$ cat config.mk
export PLATFORM = sky130hd
export DESIGN_NAME = calendar_date_time_adjust_flat
export DESIGN_NICKNAME = d
export VERILOG_FILES = /design/src/design/cdta_pkg.sv /design/src/design/cdta_stream_if.sv /design/src/design/cdta_div.sv /design/src/design/cdta_datapath.sv /design/src/design/cdta_ctrl.sv /design/src/design/calendar_date_time_adjust.sv /design/src/flat_wrapper.sv
export SDC_FILE = /design/constraint.sdc
export NUM_CORES = 2
export LEC_CHECK = 0
export BUFFER_PORTS_ARGS = -buffer_cell sky130_fd_sc_hd__buf_4
export CORE_MARGIN = 5
export CORE_UTILIZATION = 50
export CTS_BUF_LIST = sky130_fd_sc_hd__clkbuf_16
export CTS_CLUSTER_DIAMETER = 50
export DETAILED_ROUTE_END_ITERATION = 12
export GPL_ROUTABILITY_DRIVEN = 0
export PLACE_DENSITY = 0.79
export SKIP_LAST_GASP = 1
export SLEW_MARGIN = 15
export SYNTH_ARGS = -nofsm -noshare
export SYNTH_HDL_FRONTEND = slang
export SYNTH_SLANG_ARGS = --single-unit
$ cat constraint.sdc
create_clock -name clk -period 9.13 [get_ports clk]
set_clock_uncertainty 0.15 [all_clocks]
set_input_delay 0.4565 -clock clk [delete_from_list [all_inputs] [get_ports clk]]
set_output_delay 0.4565 -clock clk [all_outputs]
set_load 0.01 [all_outputs]
$ cat src/design/cdta_pkg.sv
// shared types and constants of the calendar date and time adjust block
// request and result payloads, controller commands, datapath status
// no dependencies
package cdta_pkg;

    // calendar constants
    localparam logic [11:0] YEAR_MIN     = 12'd2000;
    localparam logic [11:0] YEAR_MAX     = 12'd2099;
    localparam logic [15:0] DAYS_TO_2000 = 16'd10957;
    localparam logic [16:0] SEC_PER_DAY  = 17'd86400;
    localparam logic [16:0] SEC_PER_HOUR = 17'd3600;
    localparam logic [16:0] SEC_PER_MIN  = 17'd60;
    localparam logic [16:0] DAYS_PER_QUAD = 17'd1461;
    localparam logic [16:0] DAYS_PER_YEAR = 17'd365;
    localparam logic [16:0] DAYS_PER_WEEK = 17'd7;
    localparam logic [10:0] DAYS_LEAP_YEAR = 11'd366;
    localparam logic [15:0] WEEKDAY_BIAS = 16'd4;
    localparam logic [33:0] EPOCH_LO     = 34'd946684800;
    localparam logic [33:0] EPOCH_HI     = 34'd4102444799;

    localparam logic [4:0] MONTH_LEN [12] = '{
        5'd31, 5'd28, 5'd31, 5'd30, 5'd31, 5'd30,
        5'd31, 5'd31, 5'd30, 5'd31, 5'd30, 5'd31
    };

    // shared divider geometry
    localparam int DIV_W   = 32;
    localparam int DSR_W   = 17;

    // reciprocals floor(2^32 / d) of the constant divisors
    localparam logic [31:0] RCP_DAY   = 32'(64'h1_0000_0000 / 64'(SEC_PER_DAY));
    localparam logic [31:0] RCP_HOUR  = 32'(64'h1_0000_0000 / 64'(SEC_PER_HOUR));
    localparam logic [31:0] RCP_MIN   = 32'(64'h1_0000_0000 / 64'(SEC_PER_MIN));
    localparam logic [31:0] RCP_QUAD  = 32'(64'h1_0000_0000 / 64'(DAYS_PER_QUAD));
    localparam logic [31:0] RCP_YEAR  = 32'(64'h1_0000_0000 / 64'(DAYS_PER_YEAR));
    localparam logic [31:0] RCP_WEEK  = 32'(64'h1_0000_0000 / 64'(DAYS_PER_WEEK));

    // request payload
    typedef struct packed {
        logic               func;
        logic [11:0]        set_year;
        logic [7:0]         set_month;
        logic [7:0]         set_day;
        logic [7:0]         set_hour;
        logic [7:0]         set_minute;
        logic [7:0]         set_second;
        logic signed [31:0] offset_seconds;
    } req_t;

    // result payload
    typedef struct packed {
        logic [11:0] year;
        logic [3:0]  month;
        logic [4:0]  day;
        logic [4:0]  hour;
        logic [5:0]  minute;
        logic [5:0]  second;
        logic [2:0]  weekday;
        logic [31:0] epoch_seconds;
        logic        range_error;
    } rsp_t;

    // datapath operations issued by the controller
    typedef enum logic [4:0] {
        OP_NONE,
        OP_CAPTURE,
        OP_LOAD,
        OP_DAYS_INIT,
        OP_MONTH_SUM,
        OP_MUL_DAY,
        OP_ADD_TOD,
        OP_WDAY_START,
        OP_WDAY_END,
        OP_ADD_OFF,
        OP_DAY_START,
        OP_DAY_END,
        OP_HOUR_START,
        OP_HOUR_END,
        OP_MIN_START,
        OP_MIN_END,
        OP_QUAD_START,
        OP_QUAD_END,
        OP_YEAR_START,
        OP_YEAR_END,
        OP_MONTH_CONV,
        OP_COMMIT,
        OP_OUT
    } dp_op_t;

    typedef struct packed {
        dp_op_t op;
    } dp_cmd_t;

    typedef struct packed {
        logic func;
        logic month_done;
        logic off_skip;
        logic rest_ge_leap;
        logic conv_done;
        logic div_busy;
        logic out_free;
    } dp_status_t;

    // month length, every year divisible by 4 counted as leap
    function automatic logic [4:0] days_in_month(input logic [3:0] m, input logic [11:0] y);
        logic [3:0] idx;
        logic [4:0] len;
        if (m == 4'd0)
            idx = 4'd0;
        else if (m > 4'd12)
            idx = 4'd11;
        else
            idx = m - 4'd1;
        len = MONTH_LEN[idx];
        if (idx == 4'd1 && y[1:0] == 2'b00)
            len = 5'd29;
        return len;
    endfunction

endpackage

$ cat src/design/cdta_stream_if.sv
// valid/ready stream channel carrying one payload type
// payload type is given at instantiation; no other dependencies
interface cdta_stream_if #(parameter type T = logic);

    logic valid;
    logic ready;
    T     data;

    modport source (output valid, output data, input ready);
    modport sink   (input valid, input data, output ready);

endinterface

$ cat src/design/cdta_div.sv
// shared divider for the fixed set of calendar divisors: reciprocal multiply,
// back multiply and one correction step, each in its own phase after start
// depends on cdta_pkg for the operand widths and reciprocals
module cdta_div
    import cdta_pkg::*;
(
    input  logic             clk,
    input  logic             rst_n,
    input  logic             start,
    input  logic [DIV_W-1:0] dividend,
    input  logic [DSR_W-1:0] divisor,
    output logic             busy,
    output logic [DIV_W-1:0] quo,
    output logic [DSR_W-1:0] rem
);

    typedef enum logic [1:0] {
        PH_IDLE,
        PH_MUL,
        PH_REM,
        PH_FIX
    } phase_t;

    phase_t           phase_reg, phase_next;
    logic [DIV_W-1:0] dvd_reg, dvd_next;
    logic [DSR_W-1:0] dsr_reg, dsr_next;
    logic [DIV_W-1:0] quo_reg, quo_next;
    logic [DSR_W:0]   rem_reg, rem_next;

    logic [DIV_W-1:0]       rcp_sel;
    logic [2*DIV_W-1:0]     est_prod;
    logic [DIV_W+DSR_W-1:0] back_prod;
    logic [DIV_W-1:0]       rem_wide;

    // reciprocal of the registered divisor
    always_comb
    begin
        case (dsr_reg)
            SEC_PER_DAY:   rcp_sel = RCP_DAY;
            SEC_PER_HOUR:  rcp_sel = RCP_HOUR;
            SEC_PER_MIN:   rcp_sel = RCP_MIN;
            DAYS_PER_QUAD: rcp_sel = RCP_QUAD;
            DAYS_PER_YEAR: rcp_sel = RCP_YEAR;
            DAYS_PER_WEEK: rcp_sel = RCP_WEEK;
            default:       rcp_sel = '0;
        endcase
    end

    // quotient estimate is low by at most one
    assign est_prod  = {{DIV_W{1'b0}}, dvd_reg} * {{DIV_W{1'b0}}, rcp_sel};
    assign back_prod = {{DSR_W{1'b0}}, quo_reg} * {{DIV_W{1'b0}}, dsr_reg};
    assign rem_wide  = dvd_reg - back_prod[DIV_W-1:0];

    // phase sequencing
    always_comb
    begin
        phase_next = phase_reg;
        dvd_next   = dvd_reg;
        dsr_next   = dsr_reg;
        quo_next   = quo_reg;
        rem_next   = rem_reg;
        case (phase_reg)
            PH_IDLE:
            begin
                if (start)
                begin
                    dvd_next   = dividend;
                    dsr_next   = divisor;
                    phase_next = PH_MUL;
                end
            end
            PH_MUL:
            begin
                quo_next   = est_prod[2*DIV_W-1:DIV_W];
                phase_next = PH_REM;
            end
            PH_REM:
            begin
                rem_next   = rem_wide[DSR_W:0];
                phase_next = PH_FIX;
            end
            PH_FIX:
            begin
                if (rem_reg >= {1'b0, dsr_reg})
                begin
                    quo_next = quo_reg + DIV_W'(1);
                    rem_next = rem_reg - {1'b0, dsr_reg};
                end
                phase_next = PH_IDLE;
            end
            default:
            begin
                phase_next = PH_IDLE;
            end
        endcase
    end

    // phase register
    always_ff @(posedge clk or negedge rst_n)
    begin
        if (!rst_n)
            phase_reg <= PH_IDLE;
        else
            phase_reg <= phase_next;
    end

    // operand and result registers
    always_ff @(posedge clk)
    begin
        dvd_reg <= dvd_next;
        dsr_reg <= dsr_next;
        quo_reg <= quo_next;
        rem_reg <= rem_next;
    end

    assign busy = phase_reg != PH_IDLE;
    assign quo  = quo_reg;
    assign rem  = rem_reg[DSR_W-1:0];

endmodule

$ cat src/design/cdta_datapath.sv
// datapath: stored date and time, day and second counts, conversion back
// depends on cdta_pkg and instantiates the shared divider cdta_div
module cdta_datapath
    import cdta_pkg::*;
(
    input  logic       clk,
    input  logic       rst_n,
    input  dp_cmd_t    cmd,
    output dp_status_t status,
    input  req_t       req_data,
    input  logic       rsp_ready,
    output logic       rsp_valid,
    output rsp_t       rsp_data
);

    // stored date and time
    logic [11:0] cur_year_reg, cur_year_next;
    logic [3:0]  cur_month_reg, cur_month_next;
    logic [4:0]  cur_day_reg, cur_day_next;
    logic [4:0]  cur_hour_reg, cur_hour_next;
    logic [5:0]  cur_minute_reg, cur_minute_next;
    logic [5:0]  cur_second_reg, cur_second_next;

    // working registers
    req_t        req_reg, req_next;
    logic [15:0] days_reg, days_next;
    logic [3:0]  mcnt_reg, mcnt_next;
    logic [31:0] epoch_reg, epoch_next;
    logic [16:0] rem_reg, rem_next;
    logic [2:0]  wday_reg, wday_next;
    logic        err_reg, err_next;
    logic [11:0] conv_year_reg, conv_year_next;
    logic [3:0]  conv_month_reg, conv_month_next;
    logic [10:0] rest_reg, rest_next;
    logic [4:0]  conv_hour_reg, conv_hour_next;
    logic [5:0]  conv_min_reg, conv_min_next;
    logic [5:0]  conv_sec_reg, conv_sec_next;
    rsp_t        out_reg, out_next;
    logic        out_valid_reg, out_valid_next;

    // divider hookup
    logic             div_start;
    logic [DIV_W-1:0] div_dividend;
    logic [DSR_W-1:0] div_divisor;
    logic             div_busy;
    logic [DIV_W-1:0] div_quo;
    logic [DSR_W-1:0] div_rem;

    // helpers
    logic [6:0]  yo;
    logic [7:0]  yo_p3;
    logic [32:0] day_prod;
    logic [16:0] tod;
    logic [33:0] nt;
    logic        off_zero;
    logic        off_bad;
    logic [4:0]  sum_dim;
    logic [4:0]  conv_dim;
    logic        conv_done;
    logic [11:0] ld_year;
    logic [3:0]  ld_month;
    logic [4:0]  ld_dim;
    logic [4:0]  ld_day;

    cdta_div u_div (
        .clk      (clk),
        .rst_n    (rst_n),
        .start    (div_start),
        .dividend (div_dividend),
        .divisor  (div_divisor),
        .busy     (div_busy),
        .quo      (div_quo),
        .rem      (div_rem)
    );

    // day count and second count arithmetic
    assign yo       = 7'(cur_year_reg - YEAR_MIN);
    assign yo_p3    = {1'b0, yo} + 8'd3;
    assign day_prod = {17'd0, days_reg} * {16'd0, SEC_PER_DAY};
    assign tod      = 17'(cur_hour_reg) * SEC_PER_HOUR + 17'(cur_minute_reg) * SEC_PER_MIN
                    + 17'(cur_second_reg);

    // new instant and its range check
    assign nt       = {2'b00, epoch_reg} + {{2{req_reg.offset_seconds[31]}},
                                            req_reg.offset_seconds};
    assign off_zero = req_reg.offset_seconds == 32'sd0;
    assign off_bad  = ($signed(nt) < $signed(EPOCH_LO)) || ($signed(nt) > $signed(EPOCH_HI));

    // month walks
    assign sum_dim   = days_in_month(mcnt_reg, cur_year_reg);
    assign conv_dim  = days_in_month(conv_month_reg, conv_year_reg);
    assign conv_done = (conv_month_reg >= 4'd12) || (rest_reg < 11'(conv_dim));

    // clamping of a load request
    always_comb
    begin
        if (req_reg.set_year < YEAR_MIN)
            ld_year = YEAR_MIN;
        else if (req_reg.set_year > YEAR_MAX)
            ld_year = YEAR_MAX;
        else
            ld_year = req_reg.set_year;

        if (req_reg.set_month < 8'd1)
            ld_month = 4'd1;
        else if (req_reg.set_month > 8'd12)
            ld_month = 4'd12;
        else
            ld_month = req_reg.set_month[3:0];

        ld_dim = days_in_month(ld_month, ld_year);

        if (req_reg.set_day < 8'd1)
            ld_day = 5'd1;
        else if (req_reg.set_day > {3'b000, ld_dim})
            ld_day = ld_dim;
        else
            ld_day = req_reg.set_day[4:0];
    end

    // divider operand selection
    always_comb
    begin
        div_start    = 1'b0;
        div_dividend = epoch_reg;
        div_divisor  = SEC_PER_DAY;
        case (cmd.op)
            OP_WDAY_START:
            begin
                div_start    = 1'b1;
                div_dividend = {16'd0, days_reg} + {16'd0, WEEKDAY_BIAS};
                div_divisor  = DAYS_PER_WEEK;
            end
            OP_DAY_START:
            begin
                div_start    = 1'b1;
                div_dividend = epoch_reg;
                div_divisor  = SEC_PER_DAY;
            end
            OP_HOUR_START:
            begin
                div_start    = 1'b1;
                div_dividend = {15'd0, rem_reg};
                div_divisor  = SEC_PER_HOUR;
            end
            OP_MIN_START:
            begin
                div_start    = 1'b1;
                div_dividend = {15'd0, rem_reg};
                div_divisor  = SEC_PER_MIN;
            end
            OP_QUAD_START:
            begin
                div_start    = 1'b1;
                div_dividend = {16'd0, days_reg - DAYS_TO_2000};
                div_divisor  = DAYS_PER_QUAD;
            end
            OP_YEAR_START:
            begin
                div_start    = 1'b1;
                div_dividend = {21'd0, rest_reg - DAYS_LEAP_YEAR};
                div_divisor  = DAYS_PER_YEAR;
            end
            default:
            begin
                div_start = 1'b0;
            end
        endcase
    end

    // operation decode
    always_comb
    begin
        cur_year_next   = cur_year_reg;
        cur_month_next  = cur_month_reg;
        cur_day_next    = cur_day_reg;
        cur_hour_next   = cur_hour_reg;
        cur_minute_next = cur_minute_reg;
        cur_second_next = cur_second_reg;
        req_next        = req_reg;
        days_next       = days_reg;
        mcnt_next       = mcnt_reg;
        epoch_next      = epoch_reg;
        rem_next        = rem_reg;
        wday_next       = wday_reg;
        err_next        = err_reg;
        conv_year_next  = conv_year_reg;
        conv_month_next = conv_month_reg;
        rest_next       = rest_reg;
        conv_hour_next  = conv_hour_reg;
        conv_min_next   = conv_min_reg;
        conv_sec_next   = conv_sec_reg;
        out_next        = out_reg;
        out_valid_next  = out_valid_reg;

        if (rsp_ready)
            out_valid_next = 1'b0;

        case (cmd.op)
            OP_CAPTURE:
            begin
                req_next = req_data;
                err_next = 1'b0;
            end
            OP_LOAD:
            begin
                if (!req_reg.func)
                begin
                    cur_year_next   = ld_year;
                    cur_month_next  = ld_month;
                    cur_day_next    = ld_day;
                    cur_hour_next   = (req_reg.set_hour > 8'd23) ? 5'd23 : req_reg.set_hour[4:0];
                    cur_minute_next = (req_reg.set_minute > 8'd59) ? 6'd59
                                                                    : req_reg.set_minute[5:0];
                    cur_second_next = (req_reg.set_second > 8'd59) ? 6'd59
                                                                    : req_reg.set_second[5:0];
                end
            end
            OP_DAYS_INIT:
            begin
                days_next = 16'(yo) * 16'd365 + 16'(yo_p3[7:2]) + 16'(cur_day_reg) - 16'd1
                          + DAYS_TO_2000;
                mcnt_next = 4'd1;
            end
            OP_MONTH_SUM:
            begin
                if (mcnt_reg < cur_month_reg)
                begin
                    days_next = days_reg + 16'(sum_dim);
                    mcnt_next = mcnt_reg + 4'd1;
                end
            end
            OP_MUL_DAY:
            begin
                epoch_next = day_prod[31:0];
            end
            OP_ADD_TOD:
            begin
                epoch_next = epoch_reg + 32'(tod);
            end
            OP_WDAY_END:
            begin
                wday_next = div_rem[2:0];
            end
            OP_ADD_OFF:
            begin
                err_next = !off_zero && off_bad;
                if (!off_zero && !off_bad)
                    epoch_next = nt[31:0];
            end
            OP_DAY_END:
            begin
                days_next = div_quo[15:0];
                rem_next  = div_rem;
            end
            OP_HOUR_END:
            begin
                conv_hour_next = div_quo[4:0];
                rem_next       = div_rem;
            end
            OP_MIN_END:
            begin
                conv_min_next = div_quo[5:0];
                conv_sec_next = div_rem[5:0];
            end
            OP_QUAD_END:
            begin
                conv_year_next  = YEAR_MIN + {div_quo[9:0], 2'b00};
                conv_month_next = 4'd1;
                rest_next       = div_rem[10:0];
            end
            OP_YEAR_END:
            begin
                conv_year_next = conv_year_reg + 12'd1 + {10'd0, div_quo[1:0]};
                rest_next      = div_rem[10:0];
            end
            OP_MONTH_CONV:
            begin
                if (!conv_done)
                begin
                    rest_next       = rest_reg - 11'(conv_dim);
                    conv_month_next = conv_month_reg + 4'd1;
                end
            end
            OP_COMMIT:
            begin
                cur_year_next   = conv_year_reg;
                cur_month_next  = conv_month_reg;
                cur_day_next    = 5'(rest_reg + 11'd1);
                cur_hour_next   = conv_hour_reg;
                cur_minute_next = conv_min_reg;
                cur_second_next = conv_sec_reg;
            end
            OP_OUT:
            begin
                out_next.year          = cur_year_reg;
                out_next.month         = cur_month_reg;
                out_next.day           = cur_day_reg;
                out_next.hour          = cur_hour_reg;
                out_next.minute        = cur_minute_reg;
                out_next.second        = cur_second_reg;
                out_next.weekday       = wday_reg;
                out_next.epoch_seconds = epoch_reg;
                out_next.range_error   = err_reg;
                out_valid_next         = 1'b1;
            end
            default:
            begin
                out_next = out_reg;
            end
        endcase
    end

    // stored date and time and the result valid flag
    always_ff @(posedge clk or negedge rst_n)
    begin
        if (!rst_n)
        begin
            cur_year_reg   <= YEAR_MIN;
            cur_month_reg  <= 4'd1;
            cur_day_reg    <= 5'd1;
            cur_hour_reg   <= 5'd0;
            cur_minute_reg <= 6'd0;
            cur_second_reg <= 6'd0;
            out_valid_reg  <= 1'b0;
        end
        else
        begin
            cur_year_reg   <= cur_year_next;
            cur_month_reg  <= cur_month_next;
            cur_day_reg    <= cur_day_next;
            cur_hour_reg   <= cur_hour_next;
            cur_minute_reg <= cur_minute_next;
            cur_second_reg <= cur_second_next;
            out_valid_reg  <= out_valid_next;
        end
    end

    // working and result payload registers
    always_ff @(posedge clk)
    begin
        req_reg        <= req_next;
        days_reg       <= days_next;
        mcnt_reg       <= mcnt_next;
        epoch_reg      <= epoch_next;
        rem_reg        <= rem_next;
        wday_reg       <= wday_next;
        err_reg        <= err_next;
        conv_year_reg  <= conv_year_next;
        conv_month_reg <= conv_month_next;
        rest_reg       <= rest_next;
        conv_hour_reg  <= conv_hour_next;
        conv_min_reg   <= conv_min_next;
        conv_sec_reg   <= conv_sec_next;
        out_reg        <= out_next;
    end

    // status back to the controller
    always_comb
    begin
        status.func         = req_reg.func;
        status.month_done   = mcnt_reg >= cur_month_reg;
        status.off_skip     = off_zero || off_bad;
        status.rest_ge_leap = rest_reg >= DAYS_LEAP_YEAR;
        status.conv_done    = conv_done;
        status.div_busy     = div_busy;
        status.out_free     = !out_valid_reg || rsp_ready;
    end

    assign rsp_valid = out_valid_reg;
    assign rsp_data  = out_reg;

endmodule

$ cat src/design/cdta_ctrl.sv
// controller: sequences load, day count, divisions and month walks
// depends on cdta_pkg for the command and status types
module cdta_ctrl
    import cdta_pkg::*;
(
    input  logic       clk,
    input  logic       rst_n,
    input  logic       req_valid,
    output logic       req_ready,
    input  dp_status_t status,
    output dp_cmd_t    cmd
);

    typedef enum logic [4:0] {
        S_IDLE,
        S_LOAD,
        S_DAYS_INIT,
        S_MONTH_SUM,
        S_MUL_DAY,
        S_ADD_TOD,
        S_WDAY_START,
        S_WDAY_END,
        S_ADD_OFF,
        S_DAY_START,
        S_DAY_END,
        S_HOUR_START,
        S_HOUR_END,
        S_MIN_START,
        S_MIN_END,
        S_QUAD_START,
        S_QUAD_END,
        S_YEAR_CHECK,
        S_YEAR_START,
        S_YEAR_END,
        S_MONTH_CONV,
        S_COMMIT,
        S_OUT,
        S_DIV_WAIT
    } state_t;

    state_t state_reg, state_next;
    state_t ret_reg, ret_next;
    logic   adj_done_reg, adj_done_next;

    // next state and command decode
    always_comb
    begin
        state_next    = state_reg;
        ret_next      = ret_reg;
        adj_done_next = adj_done_reg;
        cmd.op        = OP_NONE;
        req_ready     = 1'b0;
        case (state_reg)
            S_IDLE:
            begin
                req_ready = 1'b1;
                if (req_valid)
                begin
                    cmd.op        = OP_CAPTURE;
                    adj_done_next = 1'b0;
                    state_next    = S_LOAD;
                end
            end
            S_LOAD:
            begin
                cmd.op     = OP_LOAD;
                state_next = S_DAYS_INIT;
            end
            S_DAYS_INIT:
            begin
                cmd.op     = OP_DAYS_INIT;
                state_next = S_MONTH_SUM;
            end
            S_MONTH_SUM:
            begin
                cmd.op = OP_MONTH_SUM;
                if (status.month_done)
                    state_next = S_MUL_DAY;
            end
            S_MUL_DAY:
            begin
                cmd.op     = OP_MUL_DAY;
                state_next = S_ADD_TOD;
            end
            S_ADD_TOD:
            begin
                cmd.op     = OP_ADD_TOD;
                state_next = S_WDAY_START;
            end
            S_WDAY_START:
            begin
                cmd.op     = OP_WDAY_START;
                ret_next   = S_WDAY_END;
                state_next = S_DIV_WAIT;
            end
            S_WDAY_END:
            begin
                cmd.op = OP_WDAY_END;
                if (status.func && !adj_done_reg)
                    state_next = S_ADD_OFF;
                else
                    state_next = S_OUT;
            end
            S_ADD_OFF:
            begin
                cmd.op        = OP_ADD_OFF;
                adj_done_next = 1'b1;
                if (status.off_skip)
                    state_next = S_OUT;
                else
                    state_next = S_DAY_START;
            end
            S_DAY_START:
            begin
                cmd.op     = OP_DAY_START;
                ret_next   = S_DAY_END;
                state_next = S_DIV_WAIT;
            end
            S_DAY_END:
            begin
                cmd.op     = OP_DAY_END;
                state_next = S_HOUR_START;
            end
            S_HOUR_START:
            begin
                cmd.op     = OP_HOUR_START;
                ret_next   = S_HOUR_END;
                state_next = S_DIV_WAIT;
            end
            S_HOUR_END:
            begin
                cmd.op     = OP_HOUR_END;
                state_next = S_MIN_START;
            end
            S_MIN_START:
            begin
                cmd.op     = OP_MIN_START;
                ret_next   = S_MIN_END;
                state_next = S_DIV_WAIT;
            end
            S_MIN_END:
            begin
                cmd.op     = OP_MIN_END;
                state_next = S_QUAD_START;
            end
            S_QUAD_START:
            begin
                cmd.op     = OP_QUAD_START;
                ret_next   = S_QUAD_END;
                state_next = S_DIV_WAIT;
            end
            S_QUAD_END:
            begin
                cmd.op     = OP_QUAD_END;
                state_next = S_YEAR_CHECK;
            end
            S_YEAR_CHECK:
            begin
                if (status.rest_ge_leap)
                    state_next = S_YEAR_START;
                else
                    state_next = S_MONTH_CONV;
            end
            S_YEAR_START:
            begin
                cmd.op     = OP_YEAR_START;
                ret_next   = S_YEAR_END;
                state_next = S_DIV_WAIT;
            end
            S_YEAR_END:
            begin
                cmd.op     = OP_YEAR_END;
                state_next = S_MONTH_CONV;
            end
            S_MONTH_CONV:
            begin
                cmd.op = OP_MONTH_CONV;
                if (status.conv_done)
                    state_next = S_COMMIT;
            end
            S_COMMIT:
            begin
                // recount the new date for epoch and weekday
                cmd.op     = OP_COMMIT;
                state_next = S_DAYS_INIT;
            end
            S_OUT:
            begin
                if (status.out_free)
                begin
                    cmd.op     = OP_OUT;
                    state_next = S_IDLE;
                end
            end
            S_DIV_WAIT:
            begin
                if (!status.div_busy)
                    state_next = ret_reg;
            end
            default:
            begin
                state_next = S_IDLE;
            end
        endcase
    end

    // state and sequencing flags
    always_ff @(posedge clk or negedge rst_n)
    begin
        if (!rst_n)
        begin
            state_reg    <= S_IDLE;
            ret_reg      <= S_IDLE;
            adj_done_reg <= 1'b0;
        end
        else
        begin
            state_reg    <= state_next;
            ret_reg      <= ret_next;
            adj_done_reg <= adj_done_next;
        end
    end

endmodule

$ cat src/design/calendar_date_time_adjust.sv
// calendar date and time register with clamped load and signed seconds adjust
// each request runs month walks and shared divisions: one division per load or per
// zero or refused adjust, six or seven per other adjust
// throughput: one request in flight; the next is taken once the result is registered
// reset: date and time go to 2000-01-01 00:00:00 at once, no clearing pass
module calendar_date_time_adjust
    import cdta_pkg::*;
(
    input  logic         clk,
    input  logic         rst_n,
    cdta_stream_if.sink   req,
    cdta_stream_if.source rsp
);

    dp_cmd_t    cmd;
    dp_status_t status;
    logic       req_ready;
    logic       rsp_valid;
    rsp_t       rsp_data;

    cdta_ctrl u_ctrl (
        .clk       (clk),
        .rst_n     (rst_n),
        .req_valid (req.valid),
        .req_ready (req_ready),
        .status    (status),
        .cmd       (cmd)
    );

    cdta_datapath u_datapath (
        .clk       (clk),
        .rst_n     (rst_n),
        .cmd       (cmd),
        .status    (status),
        .req_data  (req.data),
        .rsp_ready (rsp.ready),
        .rsp_valid (rsp_valid),
        .rsp_data  (rsp_data)
    );

    assign req.ready = req_ready;
    assign rsp.valid = rsp_valid;
    assign rsp.data  = rsp_data;

`ifndef SYNTHESIS
    // an accepted request closes the input until its result is issued
    a_busy_after_accept: assert property (@(posedge clk) disable iff (!rst_n)
        req.valid && req.ready |=> !req.ready)
        else $error("request channel still open after accept");

    // a result is only written into a free output register
    a_out_free: assert property (@(posedge clk) disable iff (!rst_n)
        cmd.op == OP_OUT |-> status.out_free)
        else $error("result written over a pending result");

    // the divider is never restarted in the middle of a division
    a_div_idle_on_start: assert property (@(posedge clk) disable iff (!rst_n)
        (cmd.op == OP_WDAY_START || cmd.op == OP_DAY_START || cmd.op == OP_HOUR_START ||
         cmd.op == OP_MIN_START || cmd.op == OP_QUAD_START || cmd.op == OP_YEAR_START)
        |-> !status.div_busy)
        else $error("divider started while busy");
`endif

endmodule

$ cat src/flat_wrapper.sv
// flat-port wrapper written by rule: the top's interface ports become plain ports
module calendar_date_time_adjust_flat import cdta_pkg::*;
  (clk, rst_n, req_valid, req_data, req_ready, rsp_valid, rsp_data, rsp_ready);
  cdta_stream_if #(.T(req_t)) req_i ();
  cdta_stream_if #(.T(rsp_t)) rsp_i ();
  input  logic clk;
  input  logic rst_n;
  input wire logic [$bits(req_i.valid)-1:0] req_valid;
  input wire logic [$bits(req_i.data)-1:0] req_data;
  output wire logic [$bits(req_i.ready)-1:0] req_ready;
  output wire logic [$bits(rsp_i.valid)-1:0] rsp_valid;
  output wire logic [$bits(rsp_i.data)-1:0] rsp_data;
  input wire logic [$bits(rsp_i.ready)-1:0] rsp_ready;
  assign req_i.valid = req_valid;
  assign req_i.data = req_data;
  assign req_ready = req_i.ready;
  assign rsp_valid = rsp_i.valid;
  assign rsp_data = rsp_i.data;
  assign rsp_i.ready = rsp_ready;
  calendar_date_time_adjust u_core (.clk(clk), .rst_n(rst_n), .req(req_i), .rsp(rsp_i));
endmodule
==> impl_summary.log <==
INFO  metric run_status = complete, but fails checks
INFO  metric violated_checks = negative setup slack
INFO  metric post_synth_instance_area = 0.05800 mm^2
INFO  metric postRouteWirelength = 177.4 mm
INFO  metric post_synth_main_area_contributors = sky130_fd_sc_hd__fa_1 (30%), sky130_fd_sc_hd__edfxtp_1 (18%), sky130_fd_sc_hd__ha_1 (13%)
INFO  metric ys.flop_type = sky130_fd_sc_hd__edfxtp_1
INFO  metric numCtsBuffers = 46
INFO  metric register_bit_total_from_synthesis = 408
INFO  metric buffer_ports.inserted = 164
INFO  metric tritoncts = built
INFO  metric setup_violating_endpoint_count_in_the_final_report = 14
INFO  metric clock_tree.buffer_depth = 3
INFO  metric route.vias.total = 46.31k
INFO  metric finish.cell_count_without_fillers = 8,101
INFO  metric htree_levels = 2
INFO  metric grt_first_pass_wirelength = 276.4 mm
INFO  metric insertion_delay = 0.61 ns
INFO  metric initial_utilization = 0.5011
INFO  metric fin_crit_sh = 1.041
INFO  metric most_numerous_cell_on_the_critical_path = sky130_fd_sc_hd__fa_1
INFO  metric cts.clk_slew.worst_paths = 0.06 ns
INFO  metric crit_path_end_kind = flip-flop
INFO  metric die_h = 350.6 um
INFO  metric commonest_non_fill_non_tap_cell_in_the_layout = sky130_fd_sc_hd__inv_1
INFO  metric core_region_area = 0.1157 mm^2
INFO  metric gr-total-overflow = 0
INFO  metric worst_setup_path_start_kind = flip-flop
INFO  metric min_path_type = input port to flip-flop
INFO  metric grt_max_degree = 87
INFO  metric critPathKind = flip-flop to flip-flop
INFO  metric drt-pass1-iter-count = 8
INFO  metric fmax = 0.1052 GHz
INFO  metric timing.critical_path.required = 9.29 ns
INFO  metric synthesis.nets = 7,580
INFO  metric report.final.slew_viol_count = 0
INFO  metric synth-warning-count = 0
INFO  metric post_synth_num_cell_types = 80
INFO  metric cp_data_arrival_time = 9.66 ns
INFO  metric rsz0062_at_grt = true
INFO  metric report.final.hold_viol_count = 0
INFO  metric fillCellCount = 9,343
INFO  metric final_layout_size_suffix_gt1_frac = 0.1439
INFO  metric areaGrowthSynthToFinish = 15.43%
INFO  metric cell_with_the_largest_stage_delay_on_the_worst_path = sky130_fd_sc_hd__or4_4
INFO  metric global_route.usage.total = 0.2885
INFO  metric die_area = 0.1229 mm^2
INFO  metric drc = 0
INFO  metric drtAntennaViolNets = 0
INFO  metric antenna_violations_before_repair = 8
INFO  metric ys_seq_area_frac = 0.2069
INFO  metric wl_per_cell = 21.89 um
INFO  metric netlist.area_leader.share = 0.2992
INFO  metric ff_latch_area = 0.01200 mm^2
INFO  metric area_of_the_multi_input_gates = 0.04140 mm^2
INFO  metric number_of_enable_type_register_cells_in_the_synthesized_netlist = 356
INFO  metric transition_time_at_the_pin_with_the_least_slew_margin = 1.215 ns
INFO  metric clk_root_buffer_cell = sky130_fd_sc_hd__clkbuf_16
INFO  metric routed_via_density = 5.717
INFO  metric die_width = 350.6 um
INFO  metric largest_register_ff_count = 84
INFO  metric io_pins = 165
INFO  metric cap_viol_max_count = 0
INFO  metric detailed_place_hpwl = 142.0 mm
INFO  metric final_stage_net_count = 8,081
INFO  metric violation_count_after_the_first_detailed_route_iteration = 4,212
INFO  metric std_cell_rows = 125
INFO  metric highest_count_cells_in_the_layout_ignoring_fill_and_taps = sky130_fd_sc_hd__inv_1 (1,171), sky130_fd_sc_hd__fa_1 (841), sky130_fd_sc_hd__ha_1 (573), sky130_fd_sc_hd__buf_4 (561), sky130_fd_sc_hd__nand2_1 (544)
INFO  metric place.detailed.instances = 7,882
INFO  metric synth_top_area_cell = sky130_fd_sc_hd__fa_1
INFO  metric clock-sinks = 408
INFO  metric async_reset_ff_frac = 0.1275
INFO  metric layout_min_cycle_time = 9.502 ns
INFO  metric layout_setup_ws = -0.3717 ns
INFO  metric critPathMaxStageDelay = 0.60 ns
INFO  metric syn_avg_cell_area = 9.612 um^2
INFO  metric slew-limit-headroom = 0.1856
INFO  metric postSynthCellCount = 6,034
INFO  metric grt_pass1_vias = 49.42k
INFO  metric worst-path-max-fanout = 6
-- synth_stat cells (30+ instances only) --
cell,n
sky130_fd_sc_hd__clkbuf_1,221
sky130_fd_sc_hd__nand2b_1,45
sky130_fd_sc_hd__or3_1,31
sky130_fd_sc_hd__or2_2,83
sky130_fd_sc_hd__nand2_1,560
sky130_fd_sc_hd__nor3_1,53
sky130_fd_sc_hd__a21oi_1,198
sky130_fd_sc_hd__nor2b_1,53
sky130_fd_sc_hd__a22oi_1,30
sky130_fd_sc_hd__and3_1,41
sky130_fd_sc_hd__edfxtp_1,356
sky130_fd_sc_hd__inv_1,1196
sky130_fd_sc_hd__and2_1,352
sky130_fd_sc_hd__a21o_1,59
sky130_fd_sc_hd__o21bai_1,36
sky130_fd_sc_hd__ha_1,590
sky130_fd_sc_hd__dfrtp_1,44
sky130_fd_sc_hd__fa_1,867
sky130_fd_sc_hd__nor2_1,252
sky130_fd_sc_hd__xnor2_1,199
sky130_fd_sc_hd__nand3_1,69
sky130_fd_sc_hd__o21ai_0,224
sky130_fd_sc_hd__xor2_1,98
-- layout make-up --
| cell class | instances | share of cell area |
|---|---|---|
| Multi-Input combinational cell | 4193 | 0.6183 |
| Sequential cell | 408 | 0.1793 |
| Clock inverter | 39 | 0.005438 |
| Tap cell | 1524 | 0.02848 |
| Timing Repair Buffer | 684 | 0.08331 |
| Clock buffer | 47 | 0.01757 |
| Antenna cell | 4 | 0.0001495 |
| Inverter | 1202 | 0.06746 |
-- stage by stage --
stage          TNS, ns  setup WS [ns]  utilization  cell area (um^2)  hold slack [ns]
2_1_floorplan        0      0.0009059            -             58010          0.01091
3_3_place_gp    -12.63         -1.193       0.5471             63320           0.2890
3_5_place_dp    -11.41         -1.128       0.5471             63320           0.2864
4_1_cts        -0.9198        -0.2268       0.5741             66440          0.07603
5_1_grt         -7.385        -0.6225       0.5784             66940           0.1280
6_report        -3.290        -0.3717       0.5785             66950           0.1060
-- final timing paths --
check,from,end,slack (ns),cells past startpoint
setup reg to reg,u_core.u_datapath.u_div.dsr_reg[3]$_DFFE_PP_,u_core.u_datapath.u_div.quo[17]$_DFFE_PP_,-0.37,37
min in group asynchronous,rst_n,u_core.u_datapath.cur_year_reg[1]$_DFFE_PN0P_,0.30,2
setup / recovery,u_core.u_datapath.u_div.dsr_reg[3]$_DFFE_PP_,u_core.u_datapath.u_div.quo[17]$_DFFE_PP_,-0.37,37
hold reg to reg,u_core.u_datapath.conv_sec_reg[1]$_DFFE_PN_,u_core.u_datapath.cur_second_reg[1]$_DFFE_PN0P_,0.30,2
hold / removal,req_valid,u_core.u_datapath.err_reg$_DFFE_PP_,0.11,3
max in group asynchronous,rst_n,u_core.u_ctrl.ret_reg[3]$_DFFE_PN0P_,8.01,2
-- layer usage --
metal / wire (um) / share of wire / global-route usage / up-vias
li1: - / - / - / 20280
met1: 63290 / 0.36 / 0.3515 / 22370
met2: 81260 / 0.46 / 0.4688 / 2818
met3: 19680 / 0.11 / 0.07550 / 835
met4: 13080 / 0.074 / 0.1607 / 8
met5: 59 / 0.00033 / 0 / -
-- cell families after synthesis --
family / after synthesis / synth area share
simple gates: 1635 / 0.1401
mux: 15 / 0.002653
compound gates: 789 / 0.08612
flops: 408 / 0.2069
xor+xnor: 297 / 0.04485
buf+inv: 1433 / 0.09283
fa+ha+maj: 1457 / 0.4265
-- worst max-delay path, delay by kind of cell, from the launching register on --
family | cells | cell delay, ns
xor+xnor | 1 | 0.19
compound gates | 4 | 1.13
flops | 1 | 0.41
fa+ha+maj | 9 | 4.31
mux | 1 | 0.10
buf+inv | 11 | 1.14
simple gates | 11 | 1.80
-- timing repair --
| item | in CTS | in global routing |
|---|---|---|
| pin swaps | 89 | 104 |
| cloned | 1 | 0 |
| setup endpoints to repair | 18 | 18 |
| hold buffers | 86 | 0 |
| resized for setup | 128 | 105 |
| endpoints found under the hold margin | 129 | 0 |
| setup buffers | 32 | 14 |
Power is left out: the tool's default activity adds up to more than one toggle a clock period on the data nets, which glitch-free logic cannot reach.
